$ cat src/rtl/core/uks_pkg.sv
// shared types, codes and defaults for the unique key stack
package uks_pkg;

    localparam int DEF_STACK_DEPTH = 16;
    localparam int DEF_KEY_BYTES   = 8;

    localparam int KEY_W   = 64;
    localparam int MODE_W  = 2;
    localparam int STAT_W  = 2;
    localparam int COUNT_W = 5;

    localparam logic [MODE_W-1:0] MODE_PUSH = 2'd0;
    localparam logic [MODE_W-1:0] MODE_POP  = 2'd1;
    localparam logic [MODE_W-1:0] MODE_PEEK = 2'd2;

    localparam logic [STAT_W-1:0] ST_OK    = 2'd0;
    localparam logic [STAT_W-1:0] ST_DUP   = 2'd1;
    localparam logic [STAT_W-1:0] ST_EMPTY = 2'd2;
    localparam logic [STAT_W-1:0] ST_FULL  = 2'd3;

    typedef struct packed {
        logic [MODE_W-1:0] mode;
        logic [KEY_W-1:0]  key;
    } t_in;

    typedef struct packed {
        logic [STAT_W-1:0]  status;
        logic [KEY_W-1:0]   top_key;
        logic [COUNT_W-1:0] entry_count;
    } t_out;

    // controller to datapath
    typedef struct packed {
        logic load;
        logic scan;
        logic pop_rd;
        logic commit;
    } t_cmd;

    // datapath to controller
    typedef struct packed {
        logic empty;
        logic scan_done;
        logic out_free;
    } t_sts;

endpackage

$ cat src/rtl/core/uks_ram.sv
// generic single write port ram with registered read
module uks_ram #(
    parameter int   WIDTH = 64,
    parameter int   DEPTH = 16,
    localparam int  AW    = (DEPTH > 1) ? $clog2(DEPTH) : 1
) (
    input  logic             i_clk,
    input  logic             i_we,
    input  logic [AW-1:0]    i_waddr,
    input  logic [WIDTH-1:0] i_wdata,
    input  logic             i_re,
    input  logic [AW-1:0]    i_raddr,
    output logic [WIDTH-1:0] o_rdata
);

    logic [WIDTH-1:0] r_mem [DEPTH];
    logic [WIDTH-1:0] r_rdata;

    always_ff @(posedge i_clk) begin
        if (i_we) begin
            r_mem[i_waddr] <= i_wdata;
        end
        if (i_re) begin
            r_rdata <= r_mem[i_raddr];
        end
    end

    assign o_rdata = r_rdata;

endmodule

$ cat src/rtl/core/uks_ctrl.sv
// sequencing state machine for the unique key stack
module uks_ctrl (
    input  logic                  i_clk,
    input  logic                  i_rst_n,
    input  logic                  i_in_valid,
    input  logic [uks_pkg::MODE_W-1:0] i_mode,
    output logic                  o_in_ready,
    input  uks_pkg::t_sts         i_sts,
    output uks_pkg::t_cmd         o_cmd
);
    import uks_pkg::*;

    typedef enum logic [3:0] {
        S_IDLE   = 4'b0001,
        S_SCAN   = 4'b0010,
        S_POP    = 4'b0100,
        S_COMMIT = 4'b1000
    } t_state;

    t_state r_state;
    t_state n_state;
    logic   w_accept;

    assign o_in_ready = (r_state == S_IDLE);
    assign w_accept   = i_in_valid && o_in_ready;

    always_comb begin
        n_state = r_state;
        o_cmd   = '0;
        unique case (r_state)
            S_IDLE: begin
                if (w_accept) begin
                    o_cmd.load = 1'b1;
                    if (i_mode == MODE_PUSH) begin
                        n_state = S_SCAN;
                    end else if (i_mode == MODE_POP && !i_sts.empty) begin
                        n_state = S_POP;
                    end else begin
                        n_state = S_COMMIT;
                    end
                end
            end
            S_SCAN: begin
                o_cmd.scan = 1'b1;
                if (i_sts.scan_done) begin
                    n_state = S_COMMIT;
                end
            end
            S_POP: begin
                // fetch the entry that becomes the new top
                o_cmd.pop_rd = 1'b1;
                n_state      = S_COMMIT;
            end
            S_COMMIT: begin
                if (i_sts.out_free) begin
                    o_cmd.commit = 1'b1;
                    n_state      = S_IDLE;
                end
            end
            default: begin
                n_state = S_IDLE;
            end
        endcase
    end

    always_ff @(posedge i_clk) begin
        if (!i_rst_n) begin
            r_state <= S_IDLE;
        end else begin
            r_state <= n_state;
        end
    end

endmodule

$ cat src/rtl/core/uks_dp.sv
// datapath: key store, duplicate scan, count, top key and result register
module uks_dp #(
    parameter int STACK_DEPTH = uks_pkg::DEF_STACK_DEPTH,
    parameter int KEY_BYTES   = uks_pkg::DEF_KEY_BYTES
) (
    input  logic          i_clk,
    input  logic          i_rst_n,
    input  uks_pkg::t_in  i_in,
    input  uks_pkg::t_cmd i_cmd,
    output uks_pkg::t_sts o_sts,
    output logic          o_out_valid,
    input  logic          i_out_ready,
    output uks_pkg::t_out o_out
);
    import uks_pkg::*;

    localparam int AW = (STACK_DEPTH > 1) ? $clog2(STACK_DEPTH) : 1;
    localparam int CW = $clog2(STACK_DEPTH + 1);

    // keep bytes up to the first zero byte and below the key length
    function automatic logic [KEY_W-1:0] norm_key(input logic [KEY_W-1:0] raw);
        logic [KEY_W-1:0] res;
        logic             alive;
        logic [7:0]       b;
        res   = '0;
        alive = 1'b1;
        for (int i = 0; i < 8; i++) begin
            b = raw[8*i +: 8];
            if (alive && (i < KEY_BYTES) && (b != 8'd0)) begin
                res[8*i +: 8] = b;
            end else begin
                alive = 1'b0;
            end
        end
        return res;
    endfunction

    logic [KEY_W-1:0]  r_key,  n_key;
    logic [MODE_W-1:0] r_mode, n_mode;
    logic [CW-1:0]     r_idx,  n_idx;
    logic              r_pend, n_pend;
    logic              r_hit,  n_hit;
    logic [CW-1:0]     r_count, n_count;
    logic [KEY_W-1:0]  r_top,  n_top;
    logic              r_out_valid, n_out_valid;
    t_out              r_out,  n_out;

    logic              w_re;
    logic [AW-1:0]     w_raddr;
    logic              w_we;
    logic [KEY_W-1:0]  w_rdata;
    logic [CW-1:0]     w_cnt_m2;
    logic [CW+4:0]     w_cnt_ext;
    logic [STAT_W-1:0] w_status;

    uks_ram #(
        .WIDTH (KEY_W),
        .DEPTH (STACK_DEPTH)
    ) u_store (
        .i_clk   (i_clk),
        .i_we    (w_we),
        .i_waddr (r_count[AW-1:0]),
        .i_wdata (r_key),
        .i_re    (w_re),
        .i_raddr (w_raddr),
        .o_rdata (w_rdata)
    );

    assign w_cnt_m2  = r_count - CW'(2);
    assign w_cnt_ext = {5'b0, n_count};

    assign o_sts.empty     = (r_count == '0);
    assign o_sts.scan_done = !r_pend && (r_hit || (r_idx == r_count));
    assign o_sts.out_free  = !r_out_valid || i_out_ready;

    always_comb begin
        n_key       = r_key;
        n_mode      = r_mode;
        n_idx       = r_idx;
        n_pend      = r_pend;
        n_hit       = r_hit;
        n_count     = r_count;
        n_top       = r_top;
        n_out_valid = r_out_valid;
        n_out       = r_out;
        w_re        = 1'b0;
        w_raddr     = r_idx[AW-1:0];
        w_we        = 1'b0;
        w_status    = ST_OK;

        if (r_out_valid && i_out_ready) begin
            n_out_valid = 1'b0;
        end

        if (i_cmd.load) begin
            n_key  = norm_key(i_in.key);
            n_mode = i_in.mode;
            n_idx  = '0;
            n_pend = 1'b0;
            n_hit  = 1'b0;
        end

        if (i_cmd.scan) begin
            // one read issued per cycle, compared the cycle after
            if (r_pend && (w_rdata == r_key)) begin
                n_hit = 1'b1;
            end
            if ((r_idx < r_count) && !r_hit) begin
                w_re   = 1'b1;
                n_idx  = r_idx + CW'(1);
                n_pend = 1'b1;
            end else begin
                n_pend = 1'b0;
            end
        end

        if (i_cmd.pop_rd) begin
            w_re    = 1'b1;
            w_raddr = w_cnt_m2[AW-1:0];
        end

        if (i_cmd.commit) begin
            unique case (r_mode)
                MODE_PUSH: begin
                    if (r_hit) begin
                        w_status = ST_DUP;
                    end else if (r_count >= CW'(STACK_DEPTH)) begin
                        w_status = ST_FULL;
                    end else begin
                        w_we    = 1'b1;
                        n_count = r_count + CW'(1);
                        n_top   = r_key;
                    end
                end
                MODE_POP: begin
                    if (r_count == '0) begin
                        w_status = ST_EMPTY;
                    end else begin
                        n_count = r_count - CW'(1);
                        n_top   = (r_count == CW'(1)) ? '0 : w_rdata;
                    end
                end
                default: begin
                    // peek and the unused code
                    if (r_count == '0) begin
                        w_status = ST_EMPTY;
                    end
                end
            endcase
            n_out_valid       = 1'b1;
            n_out.status      = w_status;
            n_out.top_key     = n_top;
            n_out.entry_count = w_cnt_ext[COUNT_W-1:0];
        end
    end

    always_ff @(posedge i_clk) begin
        if (!i_rst_n) begin
            r_pend      <= 1'b0;
            r_hit       <= 1'b0;
            r_idx       <= '0;
            r_count     <= '0;
            r_top       <= '0;
            r_out_valid <= 1'b0;
        end else begin
            r_pend      <= n_pend;
            r_hit       <= n_hit;
            r_idx       <= n_idx;
            r_count     <= n_count;
            r_top       <= n_top;
            r_out_valid <= n_out_valid;
        end
    end

    always_ff @(posedge i_clk) begin
        r_key  <= n_key;
        r_mode <= n_mode;
        r_out  <= n_out;
    end

    assign o_out_valid = r_out_valid;
    assign o_out       = r_out;

endmodule

$ cat src/rtl/core/unique_key_stack_unit.sv
// top level of the unique key stack: controller, datapath and key store
//
//   channel   direction  handshake                  payload
//   request   in         i_in_valid / o_in_ready    i_in  (mode, key)
//   result    out        o_out_valid / i_out_ready  o_out (status, top_key, entry_count)
//
// a push steps through load, a scan that reads stored entries one at a time
// through the single read port of the key store and checks each against the
// key, and commit; the scan stops early on a duplicate. a pop steps through
// load, a read of the new top and commit; peek and empty pop: load, commit.
// reset is synchronous, active low; it clears the count, the top key and the
// control state; the key store is not cleared and needs no clearing pass.
// a result waits in the output register while the next request is accepted;
// commit of the following one stalls until that register is taken.
module unique_key_stack_unit #(
    parameter int STACK_DEPTH = uks_pkg::DEF_STACK_DEPTH,
    parameter int KEY_BYTES   = uks_pkg::DEF_KEY_BYTES
) (
    input  logic          i_clk,
    input  logic          i_rst_n,
    input  logic          i_in_valid,
    output logic          o_in_ready,
    input  uks_pkg::t_in  i_in,
    output logic          o_out_valid,
    input  logic          i_out_ready,
    output uks_pkg::t_out o_out
);
    import uks_pkg::*;

    t_cmd w_cmd;
    t_sts w_sts;

    uks_ctrl u_ctrl (
        .i_clk      (i_clk),
        .i_rst_n    (i_rst_n),
        .i_in_valid (i_in_valid),
        .i_mode     (i_in.mode),
        .o_in_ready (o_in_ready),
        .i_sts      (w_sts),
        .o_cmd      (w_cmd)
    );

    uks_dp #(
        .STACK_DEPTH (STACK_DEPTH),
        .KEY_BYTES   (KEY_BYTES)
    ) u_dp (
        .i_clk       (i_clk),
        .i_rst_n     (i_rst_n),
        .i_in        (i_in),
        .i_cmd       (w_cmd),
        .o_sts       (w_sts),
        .o_out_valid (o_out_valid),
        .i_out_ready (i_out_ready),
        .o_out       (o_out)
    );

endmodule
$ cat config.mk
export PLATFORM = sky130hd
export DESIGN_NAME = unique_key_stack_unit
export DESIGN_NICKNAME = d
export VERILOG_FILES = /design/src/rtl/core/uks_pkg.sv /design/src/rtl/core/uks_ram.sv /design/src/rtl/core/uks_ctrl.sv /design/src/rtl/core/uks_dp.sv /design/src/rtl/core/unique_key_stack_unit.sv
export SDC_FILE = /design/constraint.sdc
export NUM_CORES = 2
export LEC_CHECK = 0
export BUFFER_PORTS_ARGS = -buffer_cell sky130_fd_sc_hd__buf_4
export CORE_UTILIZATION = 45
export DETAILED_ROUTE_END_ITERATION = 8
export PLACE_DENSITY = 0.68
export REMOVE_ABC_BUFFERS = 1
export SYNTH_ARGS = -nofsm -noshare
export SYNTH_HDL_FRONTEND = slang
export SYNTH_HIERARCHICAL = 1
export SYNTH_SLANG_ARGS = --single-unit
$ cat constraint.sdc
create_clock -name i_clk -period 22.4 [get_ports i_clk]
set_input_delay 2.24 -clock i_clk [delete_from_list [all_inputs] [get_ports i_clk]]
set_output_delay 2.24 -clock i_clk [all_outputs]
set_load 0.02 [all_outputs]
==> results.cfg <==
[sta]
fin_hold_ws_ns = 0.5217
worst_slew_pin_slew_ns = 1.346
slew_violations = 0
finalClockSkew_ns = 0.02747
timing.final.crit_share_pct = 27.00
fin_crit_ns = 6.049
finalSetupViolations = 0
max_freq_mhz = 165.3
slew_headroom_pct = 10.27
hold_viol_final = 0
rsz0062_at_grt = no

[yosys]
postSynthCellCount = 2558
ys_seq_area_share_pct = 75.81
synth-edff-count = 1225
ys_ff_latch = 1306
postSynthAreaPerCell_um2 = 19.80
synthDistinctLibCells = 65
async_reset_ff_share_pct = 0
synth_area_mm2 = 0.05066
yosys_warnings = 6
synth_top_flop_cell = edfxtp_1

[detailed_routing]
routed_wl_um = 120100
viasPerCell = 5.995
drt_iter0_markers = 2807
drtPass1Iterations = 5
antenna_left = 0
drcViolationCount = 0
vias = 26020
wl_per_cell_um = 27.66

[die]
pin_count = 143
die_w_um = 337.5
die_area_mm2 = 0.1139
start_util_pct = 45.59
die_height_um = 337.5
row_count = 122
core_mm2 = 0.1111

[status]
status = complete, no violations

[grt]
grt_max_degree = 139
grt_pass1_wl_um = 176300
grt_pass1_vias = 26800
grt_usage_pct = 21.33
grt_overflow_total = 0
antenna_found_initial = 4

[setup_path]
worstSetupPathType = register to register
critPathRequiredTime_ns = 22.87
cp_data_arrival_time_ns = 6.52
critPathMaxFanout = 48
end_kind = register
start_kind = register

[job]
maxCapViolCount = 0

[cts]
clock_sink_count = 1306
cts_root_buf = clkbuf_16
tritoncts = yes
clk_pin_slew_worst_paths_ns = 0.06
htreeDepth = 4
holdBufCountCts = 0
cts_setup_buffers = 0
cts_resized = 0
clockBufferDepth = 3
clk_latency_ns = 0.75
numCtsBuffers = 133

[min_path]
hp-class = register to register

[final_layout]
fin_area_mm2 = 0.05765
drive_above_1_share_pct = 26.05
mostFrequentLayoutCell = edfxtp_1
num-fill-cells = 8701
layout_common_cells = 1225 x edfxtp_1, 256 x mux4_2, 196 x a22oi_1
finalNonFillerCells = 4341
area_delta_synth_final_pct = 13.80
nets = 2831

[pwr]
ir_worst_vdd_v = 0.00006581
leakage_nw = 18.35
p_per_area_mw_per_mm2 = 88.78

[placed_design]
port_buffers = 142
dp.cells = 4102
dpl_cell_area_mm2 = 0.05338
routabilityCongestion = 0.7533
dp.final_hpwl_um = 65050
Yosys cell counts (10+ instances only):
cell | n | area [um2]
and2_1 | 39 | 244.0
a22o_2 | 60 | 600.6
nor2_1 | 30 | 112.6
buf_2 | 24 | 120.1
edfxtp_1 | 1225 | 36790
mux4_2 | 256 | 5766
a21oi_1 | 73 | 365.4
buf_1 | 12 | 45.04
nand2b_1 | 10 | 62.56
dfxtp_1 | 81 | 1622
nor3b_1 | 13 | 97.59
inv_1 | 87 | 326.6
nor2b_1 | 80 | 500.5
buf_4 | 11 | 82.58
nand4_1 | 14 | 87.58
a22oi_1 | 196 | 1471
nand2_1 | 78 | 292.8
buf_6 | 25 | 281.5
ha_1 | 12 | 150.1
nor4_1 | 15 | 93.84
and3_1 | 12 | 75.07
xnor2_1 | 42 | 367.9
clkbuf_1 | 62 | 232.7
power by group:
part	internal (mW)	switching [mW]	leakage, nW
combinational	0.0529	0.0949	4.54
clock	1.27	0.913	2.09
sequential	2.73	0.0629	11.7
total	4.05	1.07	18.3
per-layer routing:
| metal | global-route usage, % | vias to the layer above | wire length (um) | share of wire, % |
|---|---|---|---|---|
| li1 | - | 10820 | - | - |
| met1 | 29.55 | 13840 | 49240 | 41 |
| met2 | 34.30 | 1168 | 57950 | 48 |
| met3 | 4.147 | 197 | 9864 | 8.2 |
| met4 | 6.479 | 2 | 2984 | 2.5 |
| met5 | 0 | - | 13 | 0.011 |
metrics by stage:
| stage | power (mW) | setup slack (ns) | TNS, ns | utilization [%] |
|---|---|---|---|---|
| finish | 5.119 | 16.35 | 0 | 51.88 |
| CTS | 5.156 | 16.19 | 0 | 51.88 |
| detailed placement | 2.991 | 16.16 | 0 | 48.04 |
| global route | 5.259 | 15.72 | 0 | 51.88 |
| global placement | 2.982 | 16.28 | 0 | 48.04 |
| floorplan | 2.897 | -12.52 | -801.14 | - |
registers in the layout, indices dropped and copies added (netlist names):
| register | flops |
|---|---|
| u_dp/r_count | 5 |
| u_dp/r_pend | 1 |
| u_dp/r_idx | 5 |
| u_dp/u_store/r_mem | 1024 |
| u_dp/r_mode | 2 |
| u_dp/o_out | 71 |
| u_dp/r_top | 64 |
| u_dp/r_hit | 1 |
| u_dp/r_key | 64 |
| u_dp/o_out_valid | 1 |
| u_ctrl/r_state | 4 |
| u_dp/u_store/o_rdata | 64 |
critical path: stages, from the launching register on:
cell,delay [ns]
dfxtp_1,0.42
nor4b_2,0.89
nand2_1,0.22
o21ai_4,0.10
buf_4,0.59
buf_4,0.88
buf_4,0.87
buf_4,0.75
mux4_2,0.58
a22oi_1,0.25
nand2_1,0.09
cell type report:
class                           count  area [um2]  share of cell area, %
Sequential cell                  1306       38410                  66.62
Multi-Input combinational cell   1025       11290                  19.59
Clock buffer                      163        3546                  6.150
Tap cell                         1488        1862                  3.229
Timing Repair Buffer              195        1489                  2.583
Clock inverter                     75       724.4                  1.257
Inverter                           88       330.3                 0.5729
Antenna cell                        1       2.502               0.004340
path summary, 6_finish.rpt:
| kind | cells after the start | start | end | slack (ns) |
|---|---|---|---|---|
| worst max-delay path | 10 | u_ctrl/r_state[2] | u_dp/u_store/o_rdata[9] | 16.35 |
| worst min-delay path | 2 | u_dp/r_top[63] | u_dp/r_top[63] | 0.52 |
| worst max register to register | 10 | u_ctrl/r_state[2] | u_dp/u_store/o_rdata[9] | 16.35 |
| worst min register to register | 2 | u_dp/r_top[63] | u_dp/r_top[63] | 0.52 |
kinds of logic (layout without fill, tap and decap cells):
kind of cell	Yosys count	count (layout)	synth area share [%]
flops	1306	1306	75.81
compound gates	372	372	5.530
simple gates	334	334	3.813
mux	256	256	11.38
buf+inv	227	521	2.287
xor+xnor	51	51	0.8817
fa+ha+maj	12	12	0.2964
other cells	0	1	0
Power figures use the tool's default switching activity.
